$ cat config.mk
export PLATFORM = sky130hd
export DESIGN_NAME = midi_running_status_parser
export DESIGN_NICKNAME = d
export VERILOG_FILES = /design/src/rtl/msgp_pkg.sv /design/src/rtl/msgp_decode.sv /design/src/rtl/midi_running_status_parser.sv
export SDC_FILE = /design/constraint.sdc
export NUM_CORES = 1
export LEC_CHECK = 0
export BUFFER_PORTS_ARGS = -buffer_cell sky130_fd_sc_hd__buf_2
export CAP_MARGIN = 25
export CELL_PAD_IN_SITES_DETAIL_PLACEMENT = 0
export CELL_PAD_IN_SITES_GLOBAL_PLACEMENT = 2
export CORE_UTILIZATION = 40
export CTS_CLUSTER_SIZE = 30
export DETAILED_ROUTE_END_ITERATION = 10
export PLACE_DENSITY_LB_ADDON = 0.1
export SLEW_MARGIN = 0
export SYNTH_ARGS = -nofsm -noshare
export SYNTH_HDL_FRONTEND = slang
export SYNTH_SLANG_ARGS = --single-unit
$ cat constraint.sdc
create_clock -name clk_i -period 3.91 [get_ports clk_i]
set_input_delay 0.782 -clock clk_i [delete_from_list [all_inputs] [get_ports clk_i]]
set_output_delay 0.782 -clock clk_i [all_outputs]
set_load 0.1 [all_outputs]
$ cat src/rtl/msgp_pkg.sv
// Shared types, constants and helpers for the MIDI running-status parser.
// No dependencies; used by msgp_decode and midi_running_status_parser.
package msgp_pkg;

  localparam logic [3:0] TypeNoteOff  = 4'h8;
  localparam logic [3:0] TypeNoteOn   = 4'h9;
  localparam logic [3:0] TypePolyAt   = 4'hA;
  localparam logic [3:0] TypeCtrl     = 4'hB;
  localparam logic [3:0] TypeProgram  = 4'hC;
  localparam logic [3:0] TypeChanAt   = 4'hD;
  localparam logic [3:0] TypePitch    = 4'hE;
  localparam logic [3:0] TypeSystem   = 4'hF;

  localparam logic [1:0] LenOne   = 2'd1;
  localparam logic [1:0] LenTwo   = 2'd2;
  localparam logic [1:0] LenThree = 2'd3;

  typedef struct packed {
    logic [7:0] running_status;
    logic [7:0] current_status;
    logic [1:0] bytes_needed;
    logic [7:0] first_data;
    logic       have_first;
  } parse_state_t;

  typedef struct packed {
    logic [7:0] status_byte;
    logic [7:0] data_one;
    logic [7:0] data_two;
    logic [1:0] msg_length;
  } midi_msg_t;

  // Data bytes that follow a status: 2, 1, or 0 for none.
  function automatic logic [1:0] data_count(input logic [7:0] status);
    logic [1:0] n;
    n = 2'd0;
    case (status[7:4])
      TypeNoteOff, TypeNoteOn, TypePolyAt, TypeCtrl, TypePitch: n = 2'd2;
      TypeProgram, TypeChanAt: n = 2'd1;
      default: n = 2'd0;
    endcase
    return n;
  endfunction

endpackage

$ cat src/rtl/msgp_decode.sv
// Per-byte next-state and message decode for the MIDI parser.
// Pure combinational; depends on msgp_pkg.
module msgp_decode (
  input  logic [7:0]            byte_i,
  input  msgp_pkg::parse_state_t state_i,
  output msgp_pkg::parse_state_t state_o,
  output logic                  emit_o,
  output msgp_pkg::midi_msg_t   msg_o
);
  import msgp_pkg::*;

  logic [1:0] run_cnt;
  logic [7:0] st3;

  assign run_cnt = data_count(state_i.running_status);

  // note-on with zero velocity goes out as note-off
  always_comb begin
    st3 = state_i.current_status;
    if (state_i.current_status[7:4] == TypeNoteOn && byte_i == 8'h00) begin
      st3 = {TypeNoteOff, state_i.current_status[3:0]};
    end
  end

  always_comb begin
    state_o = state_i;
    emit_o  = 1'b0;
    msg_o   = '0;
    if (state_i.bytes_needed != 2'd0) begin
      // inside a message every byte is data, status bits or not
      if (state_i.bytes_needed[1]) begin
        state_o.first_data   = byte_i;
        state_o.have_first   = 1'b1;
        state_o.bytes_needed = 2'd1;
      end else begin
        state_o.bytes_needed = 2'd0;
        emit_o               = 1'b1;
        if (state_i.have_first) begin
          state_o.have_first = 1'b0;
          msg_o = '{status_byte: st3, data_one: state_i.first_data,
                    data_two: byte_i, msg_length: LenThree};
        end else begin
          msg_o = '{status_byte: state_i.current_status, data_one: byte_i,
                    data_two: 8'h00, msg_length: LenTwo};
        end
      end
    end else if (byte_i[7:4] == TypeSystem) begin
      // system and realtime bytes dropped while idle
    end else if (byte_i[7]) begin
      state_o.running_status = byte_i;
      state_o.current_status = byte_i;
      state_o.bytes_needed   = data_count(byte_i);
      state_o.have_first     = 1'b0;
    end else begin
      state_o.current_status = state_i.running_status;
      case (run_cnt)
        2'd2: begin
          state_o.first_data   = byte_i;
          state_o.have_first   = 1'b1;
          state_o.bytes_needed = 2'd1;
        end
        2'd1: begin
          emit_o = 1'b1;
          msg_o  = '{status_byte: state_i.running_status, data_one: byte_i,
                     data_two: 8'h00, msg_length: LenTwo};
        end
        default: begin
          emit_o = 1'b1;
          msg_o  = '{status_byte: state_i.running_status, data_one: 8'h00,
                     data_two: 8'h00, msg_length: LenOne};
        end
      endcase
    end
  end

endmodule

$ cat src/rtl/midi_running_status_parser.sv
// Top level of the MIDI running-status channel-message parser.
// Input register, msgp_decode, parse state and result register; uses msgp_pkg.
//
//   channel | valid / ready          | payload
//   --------+------------------------+--------------------------------------------
//   in      | in_valid_i / in_ready_o | in_byte_i
//   out     | out_valid_o/out_ready_i | status_byte_o data_one_o data_two_o msg_length_o
//
// One byte per cycle sustained while results are taken; a byte enters the input
// register, is decoded against the parse state, and a completed message lands
// in the result register, which raises out_valid_o.
// Reset clears the parse state and both valid flags.
// A held result stalls decode; in_ready_o drops once the input register also
// holds a beat, and follows out_ready_i combinationally while it does.
module midi_running_status_parser (
  input  logic       clk_i,
  input  logic       rst_ni,
  input  logic       in_valid_i,
  output logic       in_ready_o,
  input  logic [7:0] in_byte_i,
  output logic       out_valid_o,
  input  logic       out_ready_i,
  output logic [7:0] status_byte_o,
  output logic [7:0] data_one_o,
  output logic [7:0] data_two_o,
  output logic [1:0] msg_length_o
);
  import msgp_pkg::*;

  logic         in_valid_q;
  logic [7:0]   in_byte_q;
  parse_state_t state_q, state_d;
  logic         out_valid_q;
  midi_msg_t    msg_q, msg_d;
  logic         emit;
  logic         advance;

  msgp_decode u_decode (
    .byte_i  (in_byte_q),
    .state_i (state_q),
    .state_o (state_d),
    .emit_o  (emit),
    .msg_o   (msg_d)
  );

  // decode the held beat when the result register is free or draining
  assign advance    = in_valid_q && (!out_valid_q || out_ready_i);
  assign in_ready_o = !in_valid_q || advance;

  always_ff @(posedge clk_i or negedge rst_ni) begin
    if (!rst_ni) begin
      in_valid_q  <= 1'b0;
      state_q     <= '0;
      out_valid_q <= 1'b0;
    end else begin
      if (in_ready_o) begin
        in_valid_q <= in_valid_i;
      end
      if (advance) begin
        state_q <= state_d;
      end
      if (advance) begin
        out_valid_q <= emit;
      end else if (out_ready_i) begin
        out_valid_q <= 1'b0;
      end
    end
  end

  always_ff @(posedge clk_i) begin
    if (in_valid_i && in_ready_o) begin
      in_byte_q <= in_byte_i;
    end
    if (advance && emit) begin
      msg_q <= msg_d;
    end
  end

  assign out_valid_o   = out_valid_q;
  assign status_byte_o = msg_q.status_byte;
  assign data_one_o    = msg_q.data_one;
  assign data_two_o    = msg_q.data_two;
  assign msg_length_o  = msg_q.msg_length;

`ifndef SYNTHESIS
  a_need_range: assert property (@(posedge clk_i) disable iff (!rst_ni)
    state_q.bytes_needed != 2'd3)
    else $error("bytes_needed reached three");

  a_first_pending: assert property (@(posedge clk_i) disable iff (!rst_ni)
    state_q.have_first |-> state_q.bytes_needed == 2'd1)
    else $error("first data held without one byte pending");

  a_no_zero_vel_on: assert property (@(posedge clk_i) disable iff (!rst_ni)
    out_valid_o && msg_length_o == LenThree |->
      !(status_byte_o[7:4] == TypeNoteOn && data_two_o == 8'h00))
    else $error("note-on with zero velocity emitted");

  a_emit_needs_room: assert property (@(posedge clk_i) disable iff (!rst_ni)
    out_valid_o && !out_ready_i |=> out_valid_o && $stable(msg_q))
    else $error("pending message overwritten");
`endif

endmodule
==> out/qor.csv, run 1 <==
metric,value,unit
status,completed,
timing.rr.end,msg_length_o[1],
worstPathArrival,2.52,ns
dp_hpwl,3768,um
postCtsSetupBuffers,0,
start_util,0.4136,
htree_levels,3,
antenna_found_initial,0,
cpLargestDelayFamily,simple AND/OR/NAND/NOR gates,
area_delta_synth_final,15.54,%
chipHeight,85.82,um
setup_viol,0,
cp_num_cells,8,
period_minus_slack,2.493,ns
grt_usage,0.1730,
synth-edff-count,34,
cts-resized-gates,0,
wl_per_cell,17.14,um
io_pins,40,
fp.dieW,85.82,um
cts_hold_buf,0,
synth_flop_cell,edfxtp_1,
synthAdderAreaFrac,0.008905,
cp_common_cell,nor2_1,
via_per_inst,5.187,
yosysSeqAreaShare,0.6215,
worst_pin_slew,0.8831,ns
hold_viol,0,
path_clk_slew,0.07,ns
crit_type,flip-flop to flip-flop,
rsz0062_at_grt,no,
synth_simple_gate_area_frac,0.1202,
yosysWarnings,0,
port_buffers,39,
core_area,6794,sq um
async_reset_ff_frac,0.4603,
clk_latency,0.34,ns
synth_top_family_by_area,simple AND/OR/NAND/NOR gates,
critPathMaxStageDelay,0.57,ns
drtIter0Drc,104,
setup_tns,0,ns
ys_ff_latch,63,
yosys.area_share.xor_xnor,0,
reg2reg_depth,8,
start_kind,flip-flop,
crit_start,state_q[24],
min_path_type,input pin to asynchronous set/reset pin,
place_ws,1.074,ns
n_antenna_cell,0,
firstDrtPassIters,5,
synth_area,2810,sq um
ys_types,43,
crit_slowest_cell,nor3_2,
maxCapViolCount,0,
placed_area,3063,sq um
cts_tree,yes,
skew,0.007305,ns
synth_compound_area_frac,0.09840,
crit_path_end_kind,flip-flop,
netlist_instances,191,
period_share,0.6376,
crit_chain,"inv_1, o21ai_0, and2_1, ha_1, nor2_1, nor2_1, nor3_2, buf_4",
avgSynthCellArea,14.71,sq um
clockBufferDepth,2,
place_congestion,0.8037,
grt_pass1_vias,1766,
maxClockFrequency,401.1,MHz
cts_made_buffers,9,
grt_pass1_wl,9301,um
slew_violations,0,
num_rows,30,
final_nets,245,
critPathCapture,msg_length_o[1],
cts_num_sinks,63,
final_layout_size_suffix_gt1_frac,0.4025,
clockRootBuffer,clkbuf_8,
vias,1722,
relSlewSlack,0.4113,
antenna_left,0,
required,3.93,ns
reg2reg_setup_slack,1.42,ns
grt_max_degree,30,
wl,5690,um
drcViolationCount,0,
path_buf_inv,2,
synth_nets,205,
fin_util,0.4779,
worstReg2RegStart,state_q[24],
fin_area,3247,sq um
synthMuxAreaShare,0.1149,
die_area,7365,sq um
path_max_fanout,19,
gr-total-overflow,0,
fin_ws,1.417,ns
## Yosys cell counts, types with 2 or more instances
library cell,count,share of area
edfxtp_1,34,0.36
dfrtp_1,29,0.26
mux2_2,26,0.10
a22o_1,14,0.044
and3_1,11,0.024
inv_1,7,0.0094
buf_2,5,0.0089
nand2_1,5,0.0067
nand2b_1,5,0.011
o21ai_0,5,0.0089
a21oi_1,4,0.0071
nor2_1,4,0.0053
and2_1,3,0.0067
mux2i_1,3,0.011
buf_6,2,0.0080
clkbuf_1,2,0.0027
ha_1,2,0.0089
nand3_1,2,0.0036
nand4_4,2,0.015
nor3_1,2,0.0036
nor4b_1,2,0.0062
## stage by stage
| step | hold WS (ns) | cells |
|---|---|---|
| final | 0.4896 | 332 |
| after global routing | 0.5331 | 332 |
| after CTS | 0.5135 | 332 |
| after detailed placement | 0.4996 | 316 |
| after global placement | 0.4886 | 316 |
| after floorplan | 0.4700 | 191 |
## layer usage
metal  track usage  share of wire  vias to the layer above  wire, um
met5             0              0                        -         0
met4       0.07727          0.013                        0        73
met3       0.04427          0.039                        6       223
met2        0.2822           0.48                       40      2745
met1        0.2184           0.47                      872      2648
li1              -              -                      804         -
## how the worst min path moves through the flow
stage | endpoint | startpoint
4_1_cts | state_q[21] | rst_ni
2_1_floorplan | state_q[8] | state_q[8]
3_5_place_dp | state_q[1] | state_q[1]
5_1_grt | state_q[10] | rst_ni
3_3_place_gp | state_q[5] | state_q[5]
6_report | state_q[21] | rst_ni
## kinds of logic (layout without fill, tap and decap cells)
kind of cell    Yosys count  after routing
compound gates           33             33
fa+ha+maj                 2              2
flops                    63             63
simple gates             46             46
mux                      29             29
buf+inv                  18             63
## flip-flops by register name (all words and copies together) (netlist names)
name,count
data_one_o,8
status_byte_o,8
state_q,27
data_two_o,8
in_valid_q,1
msg_length_o,2
in_byte_q,8
out_valid_o,1
## final cells by class
| class | count | area, sq um |
|---|---|---|
| clock buffer | 11 | 151.4 |
| sequential | 63 | 1747 |
| inverter | 7 | 26.28 |
| tap | 96 | 120.1 |
| timing repair buffer | 40 | 202.7 |
| clock inverter | 5 | 32.53 |
| multi-input combinational | 110 | 967.2 |
| fill | 621 | 3547 |
## cell usage in the layout, fill, tap and decap left out, types with 2 or more instances in the layout
master | synthesis | final
dfrtp_1 | 29 | 29
edfxtp_1 | 34 | 34
nand4_4 | 2 | 2
and2_1 | 3 | 3
a22o_1 | 14 | 14
buf_2 | 5 | 39
nor4b_1 | 2 | 2
inv_1 | 7 | 7
and3_1 | 11 | 11
mux2_2 | 26 | 26
clkbuf_8 | 0 | 11
o21ai_0 | 5 | 5
nor2_1 | 4 | 4
mux2i_1 | 3 | 3
nand2_1 | 5 | 5
nand2b_1 | 5 | 5
ha_1 | 2 | 2
nand3_1 | 2 | 2
clkinv_2 | 0 | 2
clkinvlp_4 | 0 | 3
a21oi_1 | 4 | 4
Power of run 1 is left out: the tool's default activity adds up to more than one toggle a clock period on the data nets, which glitch-free logic cannot reach.
==> run 2, diff against run 1 <==
ABC_AREA = 1   (was unset)
CORE_UTILIZATION = 35   (was 40)
clock period = 2.3 ns   (was 3.91 ns; I/O delays follow)
==> run 2 against run 1 <==
Net effect: setup slack lost 1.0 ns; critical path depth up 1; utilization shrank 4.5 points; clock skew up 0.0017 ns; count of clock-buffer cells in the layout fell by 1; sequential share of layout area decreased by 2.4 points; fmax up 31%; critical endpoint is now status_byte_o[1].
==> out/qor.csv, run 2 <==
metric,value,unit,change
status,completed,,
start_kind,flip-flop,,
met2_usage,0.2994,,+0.01720
firstDrtPassIters,4,,-1
final_cell_mix,"nand2_1, buf_2, edfxtp_1",,
multi_input_comb_area,997.2,sq um,+3.1%
ys_top_cells_by_count,"nand2_1, edfxtp_1, dfrtp_1",,
start_util,0.3664,,-0.04724
grt_use_met1,0.2470,,+0.02860
relSlewSlack,0.5218,,+0.1105
grt_pass1_vias,2297,,+30%
required,2.34,ns,-1.59 ns
netlist_instances,298,,+56%
worstPathArrival,1.95,ns,-0.57 ns
clockRootBuffer,clkbuf_8,,
wl_per_cell,15.36,um,-10%
chipHeight,92.64,um,+7.9%
maxClockFrequency,524.6,MHz,+31%
worst_pin_slew,0.7173,ns,-0.1657 ns
clk_latency,0.34,ns,about the same
period_minus_slack,1.906,ns,-0.5866 ns
die_area,8581,sq um,+17%
crit_type,flip-flop to flip-flop,,
synth_flop_cell,edfxtp_1,,
cts_made_buffers,9,,unchanged
synthTopCellsByArea,"edfxtp_1, dfrtp_1, nand2_1",,
synth_most_common_cell,nand2_1,,
fp.dieW,92.64,um,+7.9%
cts-resized-gates,0,,unchanged
cts_num_sinks,63,,unchanged
crit_chain,"inv_1, nor2_1, o21ai_0, inv_1, ha_1, inv_1, o21ai_2, nor2_4, buf_12",,
wl,6929,um,+22%
vias,2193,,+27%
seq_area,1747,sq um,unchanged
largest_register_ffs,27,,unchanged
period_share,0.8288,,+0.1913
cts_hold_buf,0,,unchanged
critPathMaxStageDelay,0.41,ns,-0.16 ns
gr-max-usage-layer,met2,,
cp_common_cell,inv_1,,
async_reset_ff_frac,0.4603,,unchanged
grt_max_degree,30,,unchanged
top_register,state_q,,
dp_hpwl,4895,um,+30%
antenna_found_initial,0,,unchanged
yosysWarnings,0,,unchanged
via_per_inst,4.863,,-6.3%
fill_cells,843,,+36%
use_met3,0.03202,,-0.01225
core_area,7848,sq um,+16%
synth-edff-count,34,,unchanged
min_path_type,input pin to asynchronous set/reset pin,,
setup_tns,0,ns,unchanged
synth_nets,312,,+52%
area_delta_synth_final,18.23,%,
crit_slowest_cell,dfrtp_1,,
avgSynthCellArea,9.649,sq um,-34%
cts_tree,yes,,
skew,0.008992,ns,+0.001687 ns
synth_top_area_frac,0.3551,,-0.008221
drtIter0Drc,120,,+15%
path_clk_slew,0.07,ns,about the same
antenna_left,0,,unchanged
drcViolationCount,0,,unchanged
path_max_fanout,26,,+7
n_antenna_cell,0,,unchanged
yosysTopAreaCell,edfxtp_1,,
io_pins,40,,unchanged
num_rows,32,,+6.7%
maxCapViolCount,0,,unchanged
ys_ff_latch,63,,unchanged
ys_types,29,,-33%
final_nets,358,,+46%
rsz0062_at_grt,no,,
grt_pass1_wl,11850,um,+27%
clockBufferDepth,2,,unchanged
final_layout_size_suffix_gt1_frac,0.2264,,-0.1762
layout_commonest_cell,nand2_1,,
yosysSeqAreaShare,0.6075,,-0.01406
postCtsSetupBuffers,0,,unchanged
synth_area,2875,sq um,+2.3%
port_buffers,39,,unchanged
htree_levels,3,,unchanged
place_congestion,0.7635,,-5.0%
gr-total-overflow,0,,unchanged
grt_usage,0.1869,,+0.01391
slew_violations,0,,unchanged
hold_viol,0,,unchanged
setup_viol,0,,unchanged
crit_path_end_kind,flip-flop,,
-- run 2: cell types whose count changed after synthesis, moves of 13 or more --
cell / previous run / this run
a22o_1: 14 / 0
inv_1: 7 / 21
mux2_2: 26 / 0
nand2_1: 5 / 90
nand3_1: 2 / 24
nor2_1: 4 / 21
o21ai_0: 5 / 18
-- run 2: worst max-delay path, delay by kind of cell (launching register included) --
kind / cells / cell delay (ns)
adder cells (fa/ha/maj): 1 / 0.18
AO/OA/AOI/OAI: 2 / 0.36
buffers and inverters: 4 / 0.45
AND/OR/NAND/NOR: 2 / 0.19
flip-flops: 1 / 0.41
-- run 2: kinds of logic (layout without fill, tap and decap cells) --
| group | after synthesis | after routing | synth area share |
|---|---|---|---|
| AOI/OAI and AO/OA | 39 | 39 | 0.07485 |
| and+or+nand+nor | 160 | 160 | 0.2563 |
| adders and majority gates | 2 | 2 | 0.008702 |
| buffers and inverters | 34 | 85 | 0.05266 |
| DFF | 63 | 63 | 0.6075 |
-- run 2: final timing paths --
path	cells past startpoint	slack [ns]	from	endpoint
worst max-delay path	9	0.39	state_q[24]	status_byte_o[1]
worst min-delay path	1	0.17	rst_ni	state_q[9]
worst max register to register	9	0.39	state_q[24]	status_byte_o[1]
worst min register to register	2	0.47	state_q[7]	state_q[7]
max in group asynchronous	1	1.67	rst_ni	state_q[6]
min in group clk_i	1	0.30	in_byte_i[0]	in_byte_q[0]
-- run 2: layout make-up --
cell class              instances  share of cell area
repair buffers                 44             0.07214
clock buffers                  10             0.03754
clock inverters                 6             0.01803
flip-flops and latches         63              0.5138
well taps                     102             0.03754
inverters                      25             0.02760
multi-input cells             201              0.2933
-- run 2: stage by stage --
step | worst slack, ns | area, sq um | util | hold WS [ns] | std cells
2_1_floorplan | 0.01429 | 2895 | - | 0.1644 | 298
3_3_place_gp | 0.4313 | 3211 | 0.4091 | 0.4567 | 435
3_5_place_dp | 0.4205 | 3211 | 0.4091 | 0.4579 | 435
4_1_cts | 0.3966 | 3400 | 0.4332 | 0.1912 | 451
5_1_grt | 0.2058 | 3400 | 0.4332 | 0.2228 | 451
6_report | 0.3936 | 3400 | 0.4332 | 0.1696 | 451
-- run 2: metal layers --
metal | share of wire | up-vias
met3 | 0.030 | 11
met2 | 0.48 | 48
met1 | 0.47 | 1034
li1 | - | 1100
met4 | 0.018 | 0
met5 | 0 | -
Power of run 2 is left out for the same reason.
